$ cat config.mk
export PLATFORM = sky130hd
export DESIGN_NAME = halton_jitter_generator_top
export DESIGN_NICKNAME = d
export VERILOG_FILES = /design/src/rtl/hjg_pkg.sv /design/src/rtl/halton_jitter_generator_top.sv /design/src/rtl/hjg_ctrl.sv /design/src/rtl/hjg_datapath.sv
export SDC_FILE = /design/constraint.sdc
export NUM_CORES = 1
export LEC_CHECK = 0
export ABC_AREA = 1
export BUFFER_PORTS_ARGS = -buffer_cell sky130_fd_sc_hd__buf_2
export CAP_MARGIN = 10
export CORE_UTILIZATION = 55
export DETAILED_ROUTE_END_ITERATION = 12
export PLACE_DENSITY = 0.76
export SYNTH_ARGS = -nofsm -noshare
export SYNTH_HDL_FRONTEND = slang
export SYNTH_HIERARCHICAL = 1
export SYNTH_SLANG_ARGS = --single-unit
$ cat constraint.sdc
create_clock -name clk_i -period 7.4 [get_ports clk_i]
set_input_delay 1.48 -clock clk_i [delete_from_list [all_inputs] [get_ports clk_i]]
set_output_delay 1.48 -clock clk_i [all_outputs]
set_load 0.005 [all_outputs]
$ cat src/rtl/hjg_pkg.sv
// ----------------------------------------------------------------------------
// hjg_pkg
// Shared widths, defaults, controller states and the command/status structs
// of the Halton jitter generator.
// ----------------------------------------------------------------------------
package hjg_pkg;

  // Fixed field widths
  localparam int IN_W  = 32;
  localparam int CFG_W = 11;
  localparam int OUT_W = 16;

  // Parameter defaults
  localparam int FRACTION_BITS_DEF = 16;
  localparam int MAX_SEQUENCE_DEF  = 1024;

  // Sequence length after reset
  localparam logic [CFG_W-1:0] CFG_RESET = 11'd8;

  // Controller states, one-hot
  typedef enum logic [5:0] {
    S_IDLE  = 6'b000001,
    S_MOD   = 6'b000010,
    S_IDX   = 6'b000100,
    S_DIGIT = 6'b001000,
    S_DIV   = 6'b010000,
    S_FIN   = 6'b100000
  } state_e;

  // Commands from controller to datapath
  typedef struct packed {
    logic load;        // latch magnitude, clear modulo remainder
    logic mod_step;    // one bit of the magnitude modulo length
    logic idx_load;    // form index, base 2 inverse, start base 3 digits
    logic digit_step;  // peel one base 3 digit
    logic div_init;    // seed the fraction divider
    logic div_step;    // one quotient bit
    logic out_load;    // register the saturated jitter pair
  } cmd_t;

  // Status from datapath to controller
  typedef struct packed {
    logic x_zero;      // all base 3 digits consumed
  } status_t;

endpackage : hjg_pkg

$ cat src/rtl/halton_jitter_generator_top.sv
// Sequencing: the 32-step modulo unit, the index step, the digit loop (one step per
//   base 3 digit of the index, at most 7 with MAX_SEQUENCE 1024), the one-bit-per-cycle
//   fraction divider and the output load run in turn; a new start is taken only once
//   the block is idle again, which it is in the done_o cycle.
// Reset: rst_ni clears the controller and sets sequence_length to 8; done_o is high
//   for a single cycle, as the receiver cannot stall; the jitter pair stays registered.
// ----------------------------------------------------------------------------
// halton_jitter_generator_top
// Frame number in, Halton base 2 / base 3 subpixel jitter pair out (signed Q0.16).
// ----------------------------------------------------------------------------
module halton_jitter_generator_top #(
  parameter int FRACTION_BITS = hjg_pkg::FRACTION_BITS_DEF,
  parameter int MAX_SEQUENCE  = hjg_pkg::MAX_SEQUENCE_DEF
) (
  input  logic                             clk_i,
  input  logic                             rst_ni,
  input  logic                             cfg_we_i,
  input  logic [hjg_pkg::CFG_W-1:0]        cfg_wdata_i,
  input  logic                             start,
  output logic                             busy,
  input  logic signed [hjg_pkg::IN_W-1:0]  frame_index_i,
  output logic                             done_o,
  output logic signed [hjg_pkg::OUT_W-1:0] jitter_x_o,
  output logic signed [hjg_pkg::OUT_W-1:0] jitter_y_o
);

  localparam int IdxW = $clog2(MAX_SEQUENCE + 1);

  logic [hjg_pkg::CFG_W-1:0] seq_len_q;
  logic [31:0]               len_ext;
  logic [31:0]               len_clamp;
  logic [IdxW-1:0]           seq_len;
  hjg_pkg::cmd_t             cmd;
  hjg_pkg::status_t          status;

  // Sequence length register
  always_ff @(posedge clk_i or negedge rst_ni) begin
    if (!rst_ni) begin
      seq_len_q <= hjg_pkg::CFG_RESET;
    end else if (cfg_we_i) begin
      seq_len_q <= cfg_wdata_i;
    end
  end

  // Zero reads as one, oversize saturates
  assign len_ext = 32'(seq_len_q);
  always_comb begin
    if (len_ext == 32'd0) begin
      len_clamp = 32'd1;
    end else if (len_ext > 32'(MAX_SEQUENCE)) begin
      len_clamp = 32'(MAX_SEQUENCE);
    end else begin
      len_clamp = len_ext;
    end
  end
  assign seq_len = len_clamp[IdxW-1:0];

  hjg_ctrl #(
    .FRACTION_BITS(FRACTION_BITS)
  ) u_ctrl (
    .clk_i   (clk_i),
    .rst_ni  (rst_ni),
    .start_i (start),
    .status_i(status),
    .cmd_o   (cmd),
    .busy_o  (busy),
    .done_o  (done_o)
  );

  hjg_datapath #(
    .FRACTION_BITS(FRACTION_BITS),
    .MAX_SEQUENCE (MAX_SEQUENCE)
  ) u_datapath (
    .clk_i        (clk_i),
    .cmd_i        (cmd),
    .status_o     (status),
    .frame_index_i(frame_index_i),
    .seq_len_i    (seq_len),
    .jitter_x_o   (jitter_x_o),
    .jitter_y_o   (jitter_y_o)
  );

endmodule : halton_jitter_generator_top

$ cat src/rtl/hjg_ctrl.sv
// ----------------------------------------------------------------------------
// hjg_ctrl
// Sequencing state machine: modulo, index, base 3 digit loop, fraction
// divider and result strobe.
// ----------------------------------------------------------------------------
module hjg_ctrl #(
  parameter int FRACTION_BITS = hjg_pkg::FRACTION_BITS_DEF
) (
  input  logic             clk_i,
  input  logic             rst_ni,
  input  logic             start_i,
  input  hjg_pkg::status_t status_i,
  output hjg_pkg::cmd_t    cmd_o,
  output logic             busy_o,
  output logic             done_o
);

  localparam int MaxSteps = (hjg_pkg::IN_W > FRACTION_BITS) ? hjg_pkg::IN_W : FRACTION_BITS;
  localparam int CntW     = $clog2(MaxSteps);

  hjg_pkg::state_e state_q, state_d;
  logic [CntW-1:0] cnt_q, cnt_d;
  logic            done_q, done_d;

  // Next state and commands
  always_comb begin
    state_d = state_q;
    cnt_d   = cnt_q;
    cmd_o   = '0;
    case (state_q)
      hjg_pkg::S_IDLE: begin
        if (start_i) begin
          cmd_o.load = 1'b1;
          cnt_d      = '0;
          state_d    = hjg_pkg::S_MOD;
        end
      end
      hjg_pkg::S_MOD: begin
        cmd_o.mod_step = 1'b1;
        cnt_d          = cnt_q + 1'b1;
        if (cnt_q == CntW'(hjg_pkg::IN_W - 1)) begin
          state_d = hjg_pkg::S_IDX;
        end
      end
      hjg_pkg::S_IDX: begin
        cmd_o.idx_load = 1'b1;
        state_d        = hjg_pkg::S_DIGIT;
      end
      hjg_pkg::S_DIGIT: begin
        if (status_i.x_zero) begin
          cmd_o.div_init = 1'b1;
          cnt_d          = '0;
          state_d        = hjg_pkg::S_DIV;
        end else begin
          cmd_o.digit_step = 1'b1;
        end
      end
      hjg_pkg::S_DIV: begin
        cmd_o.div_step = 1'b1;
        cnt_d          = cnt_q + 1'b1;
        if (cnt_q == CntW'(FRACTION_BITS - 1)) begin
          state_d = hjg_pkg::S_FIN;
        end
      end
      hjg_pkg::S_FIN: begin
        cmd_o.out_load = 1'b1;
        state_d        = hjg_pkg::S_IDLE;
      end
      default: begin
        state_d = hjg_pkg::S_IDLE;
      end
    endcase
  end

  // Strobe is registered with the output register load, so done_o and the new pair appear together
  assign done_d = (state_q == hjg_pkg::S_FIN);

  always_ff @(posedge clk_i or negedge rst_ni) begin
    if (!rst_ni) begin
      state_q <= hjg_pkg::S_IDLE;
      cnt_q   <= '0;
      done_q  <= 1'b0;
    end else begin
      state_q <= state_d;
      cnt_q   <= cnt_d;
      done_q  <= done_d;
    end
  end

  assign busy_o = (state_q != hjg_pkg::S_IDLE);
  assign done_o = done_q;

endmodule : hjg_ctrl

$ cat src/rtl/hjg_datapath.sv
// ----------------------------------------------------------------------------
// hjg_datapath
// Bit-serial modulo, base 2 bit reversal, base 3 digit extraction, radix-2
// fraction divider and output saturation.
// ----------------------------------------------------------------------------
module hjg_datapath #(
  parameter int FRACTION_BITS = hjg_pkg::FRACTION_BITS_DEF,
  parameter int MAX_SEQUENCE  = hjg_pkg::MAX_SEQUENCE_DEF
) (
  input  logic                            clk_i,
  input  hjg_pkg::cmd_t                   cmd_i,
  output hjg_pkg::status_t                status_o,
  input  logic signed [hjg_pkg::IN_W-1:0] frame_index_i,
  input  logic [$clog2(MAX_SEQUENCE+1)-1:0] seq_len_i,
  output logic signed [hjg_pkg::OUT_W-1:0] jitter_x_o,
  output logic signed [hjg_pkg::OUT_W-1:0] jitter_y_o
);

  localparam int IdxW = $clog2(MAX_SEQUENCE + 1);
  localparam int DenW = $clog2(3 * MAX_SEQUENCE + 1);
  localparam int F    = FRACTION_BITS;
  localparam int VW   = (F + 1 > hjg_pkg::OUT_W + 1) ? F + 1 : hjg_pkg::OUT_W + 1;
  localparam int PW   = 2 * IdxW;

  // floor(2^IdxW / 3): reciprocal for the divide-by-three step
  localparam logic [IdxW-1:0] Recip3 = IdxW'((1 << IdxW) / 3);

  localparam logic signed [VW-1:0] Half   = VW'(2 ** (F - 1));
  localparam logic signed [VW-1:0] OutMin = VW'(-32768);
  localparam logic signed [VW-1:0] OutMax = VW'(32767);

  logic [hjg_pkg::IN_W-1:0] mag_q, mag_d;
  logic [IdxW-1:0]          rem_q, rem_d;
  logic [IdxW-1:0]          x_q, x_d;
  logic [DenW-1:0]          num_q, num_d;
  logic [DenW-1:0]          den_q, den_d;
  logic [DenW:0]            drem_q, drem_d;
  logic [F-1:0]             quot_q, quot_d;
  logic [F-1:0]             q2_q, q2_d;
  logic signed [hjg_pkg::OUT_W-1:0] jx_q, jx_d, jy_q, jy_d;

  logic [hjg_pkg::IN_W-1:0] raw;
  logic [IdxW:0]            mod_t;
  logic [IdxW-1:0]          idx;
  logic [IdxW-1:0]          rev;
  logic [IdxW+F-1:0]        rev_wide;
  logic [PW-1:0]            prod;
  logic [IdxW-1:0]          q_est;
  logic [IdxW+1:0]          r_est;
  logic [IdxW-1:0]          x_next;
  logic [1:0]               digit;
  logic [DenW:0]            div_t;

  // Subtract one half and clamp to the 16-bit signed range
  function automatic logic signed [hjg_pkg::OUT_W-1:0] to_jitter(input logic [F-1:0] q);
    logic signed [VW-1:0] v;
    v = $signed({{(VW - F){1'b0}}, q}) - Half;
    if (v < OutMin) begin
      v = OutMin;
    end else if (v > OutMax) begin
      v = OutMax;
    end
    return v[hjg_pkg::OUT_W-1:0];
  endfunction

  // Raw frame number; its magnitude is taken on load, the most negative input maps to 2^31
  assign raw = frame_index_i;

  // Restoring modulo step: shift in one magnitude bit
  assign mod_t = {rem_q, mag_q[hjg_pkg::IN_W-1]};

  // Index and its base 2 inverse by bit reversal
  assign idx = rem_q + 1'b1;
  always_comb begin
    for (int i = 0; i < IdxW; i++) begin
      rev[i] = idx[IdxW-1-i];
    end
  end
  assign rev_wide = {rev, {F{1'b0}}};

  // Divide by three: reciprocal estimate, then one correction
  assign prod  = PW'(x_q) * PW'(Recip3);
  assign q_est = prod[PW-1:IdxW];
  assign r_est = (IdxW + 2)'(x_q) - (((IdxW + 2)'(q_est) << 1) + (IdxW + 2)'(q_est));
  always_comb begin
    if (r_est >= (IdxW + 2)'(3)) begin
      x_next = q_est + 1'b1;
      digit  = 2'(r_est - (IdxW + 2)'(3));
    end else begin
      x_next = q_est;
      digit  = r_est[1:0];
    end
  end

  // Fraction divider trial shift
  assign div_t = {drem_q[DenW-1:0], 1'b0};

  // Register next values
  always_comb begin
    mag_d  = mag_q;
    rem_d  = rem_q;
    x_d    = x_q;
    num_d  = num_q;
    den_d  = den_q;
    drem_d = drem_q;
    quot_d = quot_q;
    q2_d   = q2_q;
    jx_d   = jx_q;
    jy_d   = jy_q;

    if (cmd_i.load) begin
      mag_d = raw[hjg_pkg::IN_W-1] ? (hjg_pkg::IN_W'(0) - raw) : raw;
      rem_d = '0;
    end

    if (cmd_i.mod_step) begin
      mag_d = {mag_q[hjg_pkg::IN_W-2:0], 1'b0};
      if (mod_t >= {1'b0, seq_len_i}) begin
        rem_d = IdxW'(mod_t - {1'b0, seq_len_i});
      end else begin
        rem_d = IdxW'(mod_t);
      end
    end

    if (cmd_i.idx_load) begin
      x_d   = idx;
      num_d = '0;
      den_d = DenW'(1);
      q2_d  = rev_wide[IdxW+F-1:IdxW];
    end

    if (cmd_i.digit_step) begin
      x_d   = x_next;
      num_d = (num_q << 1) + num_q + DenW'(digit);
      den_d = (den_q << 1) + den_q;
    end

    if (cmd_i.div_init) begin
      drem_d = {1'b0, num_q};
      quot_d = '0;
    end

    if (cmd_i.div_step) begin
      if (div_t >= {1'b0, den_q}) begin
        drem_d = div_t - {1'b0, den_q};
        quot_d = {quot_q[F-2:0], 1'b1};
      end else begin
        drem_d = div_t;
        quot_d = {quot_q[F-2:0], 1'b0};
      end
    end

    if (cmd_i.out_load) begin
      jx_d = to_jitter(q2_q);
      jy_d = to_jitter(quot_q);
    end
  end

  // Payload registers, no reset
  always_ff @(posedge clk_i) begin
    mag_q  <= mag_d;
    rem_q  <= rem_d;
    x_q    <= x_d;
    num_q  <= num_d;
    den_q  <= den_d;
    drem_q <= drem_d;
    quot_q <= quot_d;
    q2_q   <= q2_d;
    jx_q   <= jx_d;
    jy_q   <= jy_d;
  end

  assign status_o.x_zero = (x_q == '0);
  assign jitter_x_o      = jx_q;
  assign jitter_y_o      = jy_q;

endmodule : hjg_datapath

==> out/results.ini, run 1 <==
[clock_network]
cts-root-buf=clkbuf_16
clk_latency_ns=0.44
cts_inserted_buffers=17
cts_htree_levels=4
cts_tree=built
path_clk_slew_ns=0.07
cts_sinks=166
cts_max_path_buffers=2

[timing]
finalHoldViolations=0
clock-skew-final_ns=0.0112
tightest_slew_ns=0.986
whs_ns=0.417
slew_viol_final=0
min_period_ns=7.27
grt_setup_unrepaired=yes
period_share_pct=98.3
finalSetupViolCount=0
fmax_ghz=0.137
setup-tns-final_ns=0
slew-limit-headroom_pct=34.0

[worst_setup_path]
critical_path.slowest_cell=fa_1
max_stage_delay_ns=0.53
critPathCaptureType=register
reg2regPathDepth=42
cp_data_required_time_ns=7.58
path_delay_family=adder cells
worstPathArrival_ns=7.46
critical_path_class=reg2reg
crit_fanout=4
worst-path-stages=42
critPathLaunchType=register
path_common_cell=nand2_1
crit_buf_inv=7

[logic_synthesis]
netlist.area_leader.share_pct=33.1
synth-seq-cells=166
yosysTopAreaCell=edfxtp_1
ys.flop_type=edfxtp_1
synth.area.top_cells=edfxtp_1 33%, ha_1 13%, nand2_1 9.7%, inv_1 7.4%, fa_1 4.8%
yosysMostFrequentCell=nand2_1
yosys-mux-area-fraction_pct=0
synth_compound_area_share_pct=10.2
synth_edf_count=142
synth_cell_types=55
ys_seq_area_share_pct=37.7
netlist_area_um2=12900
synth_common_cells=334 x nand2_1, 253 x inv_1, 142 x edfxtp_1
async_flop_share_pct=13.9
syn_avg_cell_area_um2=8.33
synthAdderAreaFrac_pct=17.4
synth_top_family_by_area=simple AND/OR/NAND/NOR gates
syn_inst=1547
yosysWarnings=6
synth_simple_gate_area_share_pct=22.1
synth_xor_area_share_pct=2.99

[die]
die_y_um=155
die_w_um=155
rows=55
coreArea_um2=22800
initial_utilization_pct=56.4
dieArea_um2=24100
ios=81

[grt]
grt_pass1_wl_mm=46.2
antenna_found_initial=0
grt_pass1_vias=9819
grt-ovfl-total=0
grt_util_all_layers_pct=23.9
grt_max_degree=45

[finish]
area_delta_synth_final_pct=17.1
nets=1873
fin_cells=1991
layout-drive-gt1-share_pct=20.1
antenna_cells=0

[job]
cap_violations=0

[routing]
dr.first_iter.drc_count=764
wl_per_cell_um=14.6
vias=10600
drc_errors=0
vias_per_cell=5.34
first_pass_iters=8
wl_mm=29.0
ant_nets=0

[worst_hold_path]
hold_depth=0
worstHoldPathType=reg2reg

[place]
port_buffers=75
dp.cells=1941
gp_congestion=0.932
hpwlAfterDp_mm=20.9

[run_status]
status=finished clean

[sequential cells by signal, summed over array words and instances, names as in the netlist]
register,cells
u_ctrl/state_q,6
u_datapath/drem_q,12
u_datapath/jitter_y_o,16
u_ctrl/cnt_q,5
u_datapath/num_q,12
u_datapath/q2_q,11
u_datapath/x_q,11
u_datapath/mag_q,32
u_datapath/den_q,11
u_datapath/rem_q,11
u_datapath/quot_q,16
u_ctrl/done_o,1
seq_len_q,11
u_datapath/jitter_x_o,11
[layout by cell type (no fill, tap or decap), types with 27 or more instances in the layout]
cell type and n:
nand3_1 76, fa_1 27, nor2_1 79, edfxtp_1 142
o21ai_0 87, nand2_2 32, ha_1 107, buf_4 66
nand2_1 307, buf_2 75, a21oi_1 76, inv_1 244
xor2_1 31
[worst paths after layout]
kind	startpoint	to	slack, ns
min in group asynchronous	rst_ni	seq_len_q[9]$_DFFE_PN0P_	1.01
worst max register to register	u_datapath/x_q[3]$_DFFE_PP_	u_datapath/num_q[8]$_SDFFCE_PN0P_	0.13
max in group asynchronous	rst_ni	u_ctrl/state_q[0]$_DFFE_PN1P_	6.03
worst max-delay path	u_datapath/x_q[3]$_DFFE_PP_	u_datapath/num_q[8]$_SDFFCE_PN0P_	0.13
worst min register to register	u_datapath/q2_q[14]$_DFFE_PP_	u_datapath/jitter_x_o[14]$_DFFE_PP_	0.42
worst min-delay path	u_datapath/q2_q[14]$_DFFE_PP_	u_datapath/jitter_x_o[14]$_DFFE_PP_	0.42
[cell families (layout without fill, tap and decap cells)]
family          count (synthesis)  count (layout)
simple gates                  626             626
compound gates                236             236
buf+inv                       313             440
other cells                     1               5
xor+xnor                       44              44
flops                         166             166
fa+ha+maj                     161             161
[metrics by stage]
step / setup slack [ns] / utilization (%) / instance area (um^2)
5_1_grt: -0.228 / 66.1 / 15100
6_report: 0.126 / 66.1 / 15100
3_3_place_gp: -0.112 / 60.5 / 13800
3_5_place_dp: -0.214 / 60.5 / 13800
2_1_floorplan: 0.0880 / - / 12900
4_1_cts: 0.00167 / 63.5 / 14500
[final cells by class]
class	count	area [um^2]
Tap cell	313	392
Fill cell	1845	7750
Multi-Input combinational cell	1072	7390
Sequential cell	166	4860
Inverter	264	991
Timing Repair Buffer	144	905
Clock buffer	17	425
Clock inverter	15	130
[repair_timing]
action,in CTS,in global routing
setup endpoints to repair,5,10
setup buffers,2,16
pin swaps,1,25
resized for setup,17,103
hold buffers,0,0
[per-layer routing]
| layer | share of wire [%] | wire [um] | track usage, % |
|---|---|---|---|
| met1 | 45 | 13100 | 33.2 |
| met2 | 48 | 13900 | 39.6 |
| met3 | 5.5 | 1580 | 3.93 |
| met4 | 1.4 | 408 | 4.95 |
| met5 | 0 | 0 | 0 |
Power of run 1 is not shown: default switching activity piles up to over one toggle a cycle in this logic, so the estimate is an artifact.
==> inputs of run 2 (changes only) <==
--- a/config.mk
+++ b/config.mk
@@ -8,9 +8,8 @@
 export ABC_AREA = 1
 export BUFFER_PORTS_ARGS = -buffer_cell sky130_fd_sc_hd__buf_2
 export CAP_MARGIN = 10
-export CORE_UTILIZATION = 55
+export CORE_UTILIZATION = 35
 export DETAILED_ROUTE_END_ITERATION = 12
-export PLACE_DENSITY = 0.76
 export SYNTH_ARGS = -nofsm -noshare
 export SYNTH_HDL_FRONTEND = slang
 export SYNTH_HIERARCHICAL = 1
==> run 2 against run 1 <==
Effect of this change: maximum frequency down 0.78%; routed wire length grew 3.8%; sequential cell count unchanged; clock-buffer cell count stayed put.
==> out/results.ini, run 2 (synthesis results as in run 1) <==
[worst_setup_path]
worstPathArrival_ns=7.52
critPathCaptureType=register
max_stage_delay_ns=0.58
crit_fanout=4
crit_buf_inv=7
critPathLaunchType=register
critical_path_class=reg2reg
path_common_cell=inv_2
cp_data_required_time_ns=7.59
critical_path.slowest_cell=fa_1
path_delay_family=adder cells

[clock_network]
clk_latency_ns=0.43
path_clk_slew_ns=0.07
cts_sinks=166
cts_tree=built
cts_htree_levels=4
cts-root-buf=clkbuf_16
cts_max_path_buffers=2
cts_inserted_buffers=17

[grt]
grt_pass1_vias=10000
antenna_found_initial=0
grt_pass1_wl_mm=48.9
grt_max_degree=45
grt_util_all_layers_pct=15.9
grt-ovfl-total=0

[timing]
finalHoldViolations=0
slew_viol_final=0
tightest_slew_ns=1.02
finalSetupViolCount=0
whs_ns=0.423
grt_setup_unrepaired=yes
slew-limit-headroom_pct=31.7
fmax_ghz=0.136
min_period_ns=7.33
period_share_pct=99.1
clock-skew-final_ns=0.0107

[place]
gp_congestion=0.871
placed_cell_area_um2=14000
hpwlAfterDp_mm=22.2
port_buffers=75
dp.cells=2085

[die]
rows=69
dieArea_um2=37600
die_w_um=194
coreArea_um2=35900
die_y_um=194
ios=81
initial_utilization_pct=35.9

[routing]
ant_nets=0
wl_mm=30.1
drc_errors=0
vias_per_cell=4.88
vias=10400
first_pass_iters=5
dr.first_iter.drc_count=710
wl_per_cell_um=14.1

[finish]
layout_commonest_cell=nand2_1
final_cell_mix=305 x nand2_1, 237 x inv_1, 142 x edfxtp_1, 103 x ha_1, 88 x o21ai_0
fin_cells=2139
utilization_pct=43.1
top_register=u_datapath/mag_q
antenna_cells=0
area_delta_synth_final_pct=19.9
n_fill_cell=3502
largest_reg_flops=32
layout-drive-gt1-share_pct=21.5
nets=1873
finalInstanceArea_um2=15500

[run_status]
status=finished clean

[job]
cap_violations=0

[worst_hold_path]
worstHoldPathType=reg2reg

## run 2: layout make-up
type,count,area (um^2),share of cell area (%)
inverter,264,993,6.42
timing repair buffer,144,925,5.98
sequential,166,4860,31.4
clock inverter,15,144,0.930
clock buffer,17,425,2.75
multi-input combinational,1072,7540,48.7
tap,461,577,3.73
## run 2: repair_timing
item | 4_1_cts | 5_1_grt
buffers inserted | 9 | 14
hold buffers | 0 | 0
cloned | 0 | 0
pin swaps | 9 | 73
gates resized for setup | 22 | 133
endpoints found under the setup margin | 5 | 10
## run 2: final timing paths
kind / slack, ns / cells past startpoint / from / endpoint
max: 0.07 / 36 / u_datapath/x_q[3]$_DFFE_PP_ / u_datapath/num_q[9]$_SDFFCE_PN0P_
min: 0.42 / 0 / u_datapath/q2_q[9]$_DFFE_PP_ / u_datapath/jitter_x_o[9]$_DFFE_PP_
max reg2reg: 0.07 / 36 / u_datapath/x_q[3]$_DFFE_PP_ / u_datapath/num_q[9]$_SDFFCE_PN0P_
min reg2reg: 0.42 / 0 / u_datapath/q2_q[9]$_DFFE_PP_ / u_datapath/jitter_x_o[9]$_DFFE_PP_
max in group asynchronous: 6.00 / 1 / rst_ni / u_ctrl/state_q[0]$_DFFE_PN1P_
min in group asynchronous: 1.03 / 1 / rst_ni / seq_len_q[1]$_DFFE_PN0P_
## run 2: per-stage QoR
stage	setup TNS [ns]	worst slack [ns]
2_1_floorplan	0	0.0880
3_3_place_gp	-0.182	-0.0865
3_5_place_dp	-0.428	-0.164
4_1_cts	0	0.000335
5_1_grt	-0.975	-0.268
6_report	0	0.0684
## run 2: routing by layer
metal / up-vias / wire length (um) / GRT usage [%]
li1: 5342 / - / -
met4: 0 / 351 / 3.56
met5: - / 0 / 0
met1: 4922 / 14400 / 21.6
met3: 20 / 875 / 2.40
met2: 152 / 14500 / 26.7
Power of run 2 is left out for the same reason.
==> inputs of run 3 (changes only) <==
--- a/config.mk
+++ b/config.mk
@@ -8,8 +8,11 @@
 export ABC_AREA = 1
 export BUFFER_PORTS_ARGS = -buffer_cell sky130_fd_sc_hd__buf_2
 export CAP_MARGIN = 10
+export CORE_ASPECT_RATIO = 0.75
 export CORE_UTILIZATION = 35
 export DETAILED_ROUTE_END_ITERATION = 12
+export SETUP_SLACK_MARGIN = 0.4
+export SLEW_MARGIN = 20
 export SYNTH_ARGS = -nofsm -noshare
 export SYNTH_HDL_FRONTEND = slang
 export SYNTH_HIERARCHICAL = 1
==> run 3 against run 2 <==
Effect of this change: first-iteration DRC count up 11%; sequential share of layout area about the same; sequential cell count unchanged; clock skew increased by 0.00056 ns; critical path depth is 1 lower; core utilization is 0.095 points lower; clock-buffer cell count increased by 3; largest cell class unchanged; via count grew 0.28%; critical endpoint unchanged; maximum frequency rose by 1.3%.
==> out/results.ini, run 3 (synthesis results as in run 1) <==
[run_status]
status=finished clean

[place]
hpwlAfterDp_mm=24.1
placed_cell_area_um2=14100
gp_congestion=0.912
port_buffers=75
post-place-ws_ns=-0.262

[grt]
grt_pass1_vias=10100
grt_max_degree=45
grt-ovfl-total=0
grt_pass1_wl_mm=52.1
antenna_found_initial=0
grt_util_all_layers_pct=17.4

[routing]
first_pass_iters=5
vias_per_cell=4.91
drc_errors=0
dr.first_iter.drc_count=788
vias=10500
wl_mm=32.0
ant_nets=0
wl_per_cell_um=15.0

[clock_network]
cts_htree_levels=4
cts_hold_buf=0
cts_sinks=166
cts-root-buf=clkbuf_16
clk_latency_ns=0.44
cts_inserted_buffers=17
cts_max_path_buffers=2
cts_tree=built
path_clk_slew_ns=0.07

[timing]
whs_ns=0.421
clock-skew-final_ns=0.0113
slew_viol_final=0
period_share_pct=97.8
finalHoldViolations=0
fmax_ghz=0.138
finalSetupViolCount=0
slew-limit-headroom_pct=34.3
min_period_ns=7.24
postLayoutSetupSlackWorst_ns=0.163
setup-tns-final_ns=0
tightest_slew_ns=0.986
grt_setup_unrepaired=yes

[finish]
nets=1861
top_register=u_datapath/mag_q
antenna_cells=0
final_cell_mix=309 x nand2_1, 240 x inv_1, 142 x edfxtp_1, 104 x ha_1, 85 x o21ai_0
largest_reg_flops=32
layout-drive-gt1-share_pct=20.2
layout_commonest_cell=nand2_1
finalInstanceArea_um2=15500
area_delta_synth_final_pct=20.1

[worst_setup_path]
critPathLaunchType=register
critical_path.slowest_cell=fa_2
cp_data_required_time_ns=7.59
reg2reg_from=u_datapath/x_q[3]$_DFFE_PP_
crit_fanout=4
critPathCaptureType=register
cp-startpoint=u_datapath/x_q[3]$_DFFE_PP_
worstPathArrival_ns=7.43
critical_path_class=reg2reg
max_stage_delay_ns=0.55

[die]
coreArea_um2=36000
initial_utilization_pct=35.8
ios=81
rows=60
die_w_um=224
die_y_um=168
dieArea_um2=37600

[job]
cap_violations=0

[worst_hold_path]
worstHoldPathType=reg2reg
min_from=u_datapath/q2_q[9]$_DFFE_PP_

run 3: cell count changes in the layout (fill, tap and decap cells not counted), sizes merged:
cell,delta
clkbuf,+3
bufinv,+5
clkinv,-3
inv,-5
buf,-12
run 3: stage by stage:
stage	util [%]	instances
floorplan	-	1551
global placement	39.2	2065
detailed placement	39.2	2065
CTS	42.5	2124
global route	43.0	2131
finish	43.0	2131
run 3: final timing paths:
check	slack (ns)	endpoint	cells past startpoint
worst max register to register	0.16	u_datapath/num_q[9]$_SDFFCE_PN0P_	35
max in group asynchronous	6.04	seq_len_q[3]$_DFFE_PN1P_	1
min in group asynchronous	1.00	seq_len_q[1]$_DFFE_PN0P_	1
worst min register to register	0.42	u_datapath/jitter_x_o[9]$_DFFE_PP_	0
worst max-delay path	0.16	u_datapath/num_q[9]$_SDFFCE_PN0P_	35
worst min-delay path	0.42	u_datapath/jitter_x_o[9]$_DFFE_PP_	0
run 3: critical path: cells and delay by family (launching register included):
kind	cells	cell delay, ns
compound gates	3	0.32
xor+xnor	1	0.23
fa+ha+maj	11	3.78
buf+inv	7	0.73
flops	1	0.52
simple gates	13	1.40
run 3: cell type report:
type | instances | area (um^2)
fillers | 3553 | 20600
clock buffers | 20 | 457
repair buffers | 132 | 835
well taps | 465 | 582
flip-flops and latches | 166 | 4860
clock inverters | 12 | 224
multi-input cells | 1072 | 7530
inverters | 264 | 991
run 3: what timing repair did:
action,CTS,global route
endpoints found under the setup margin,10,10
gates resized for setup,72,18
setup buffers,27,7
pin swaps,62,14
run 3: per-layer routing:
| metal | global-route usage [%] | routed length (um) | vias to the layer above |
|---|---|---|---|
| met3 | 2.77 | 1660 | 21 |
| met2 | 26.2 | 13900 | 236 |
| li1 | - | - | 5308 |
| met5 | 0 | 0 | - |
| met4 | 4.50 | 325 | 0 |
| met1 | 25.9 | 16100 | 4900 |
Power of run 3 is left out for the same reason.
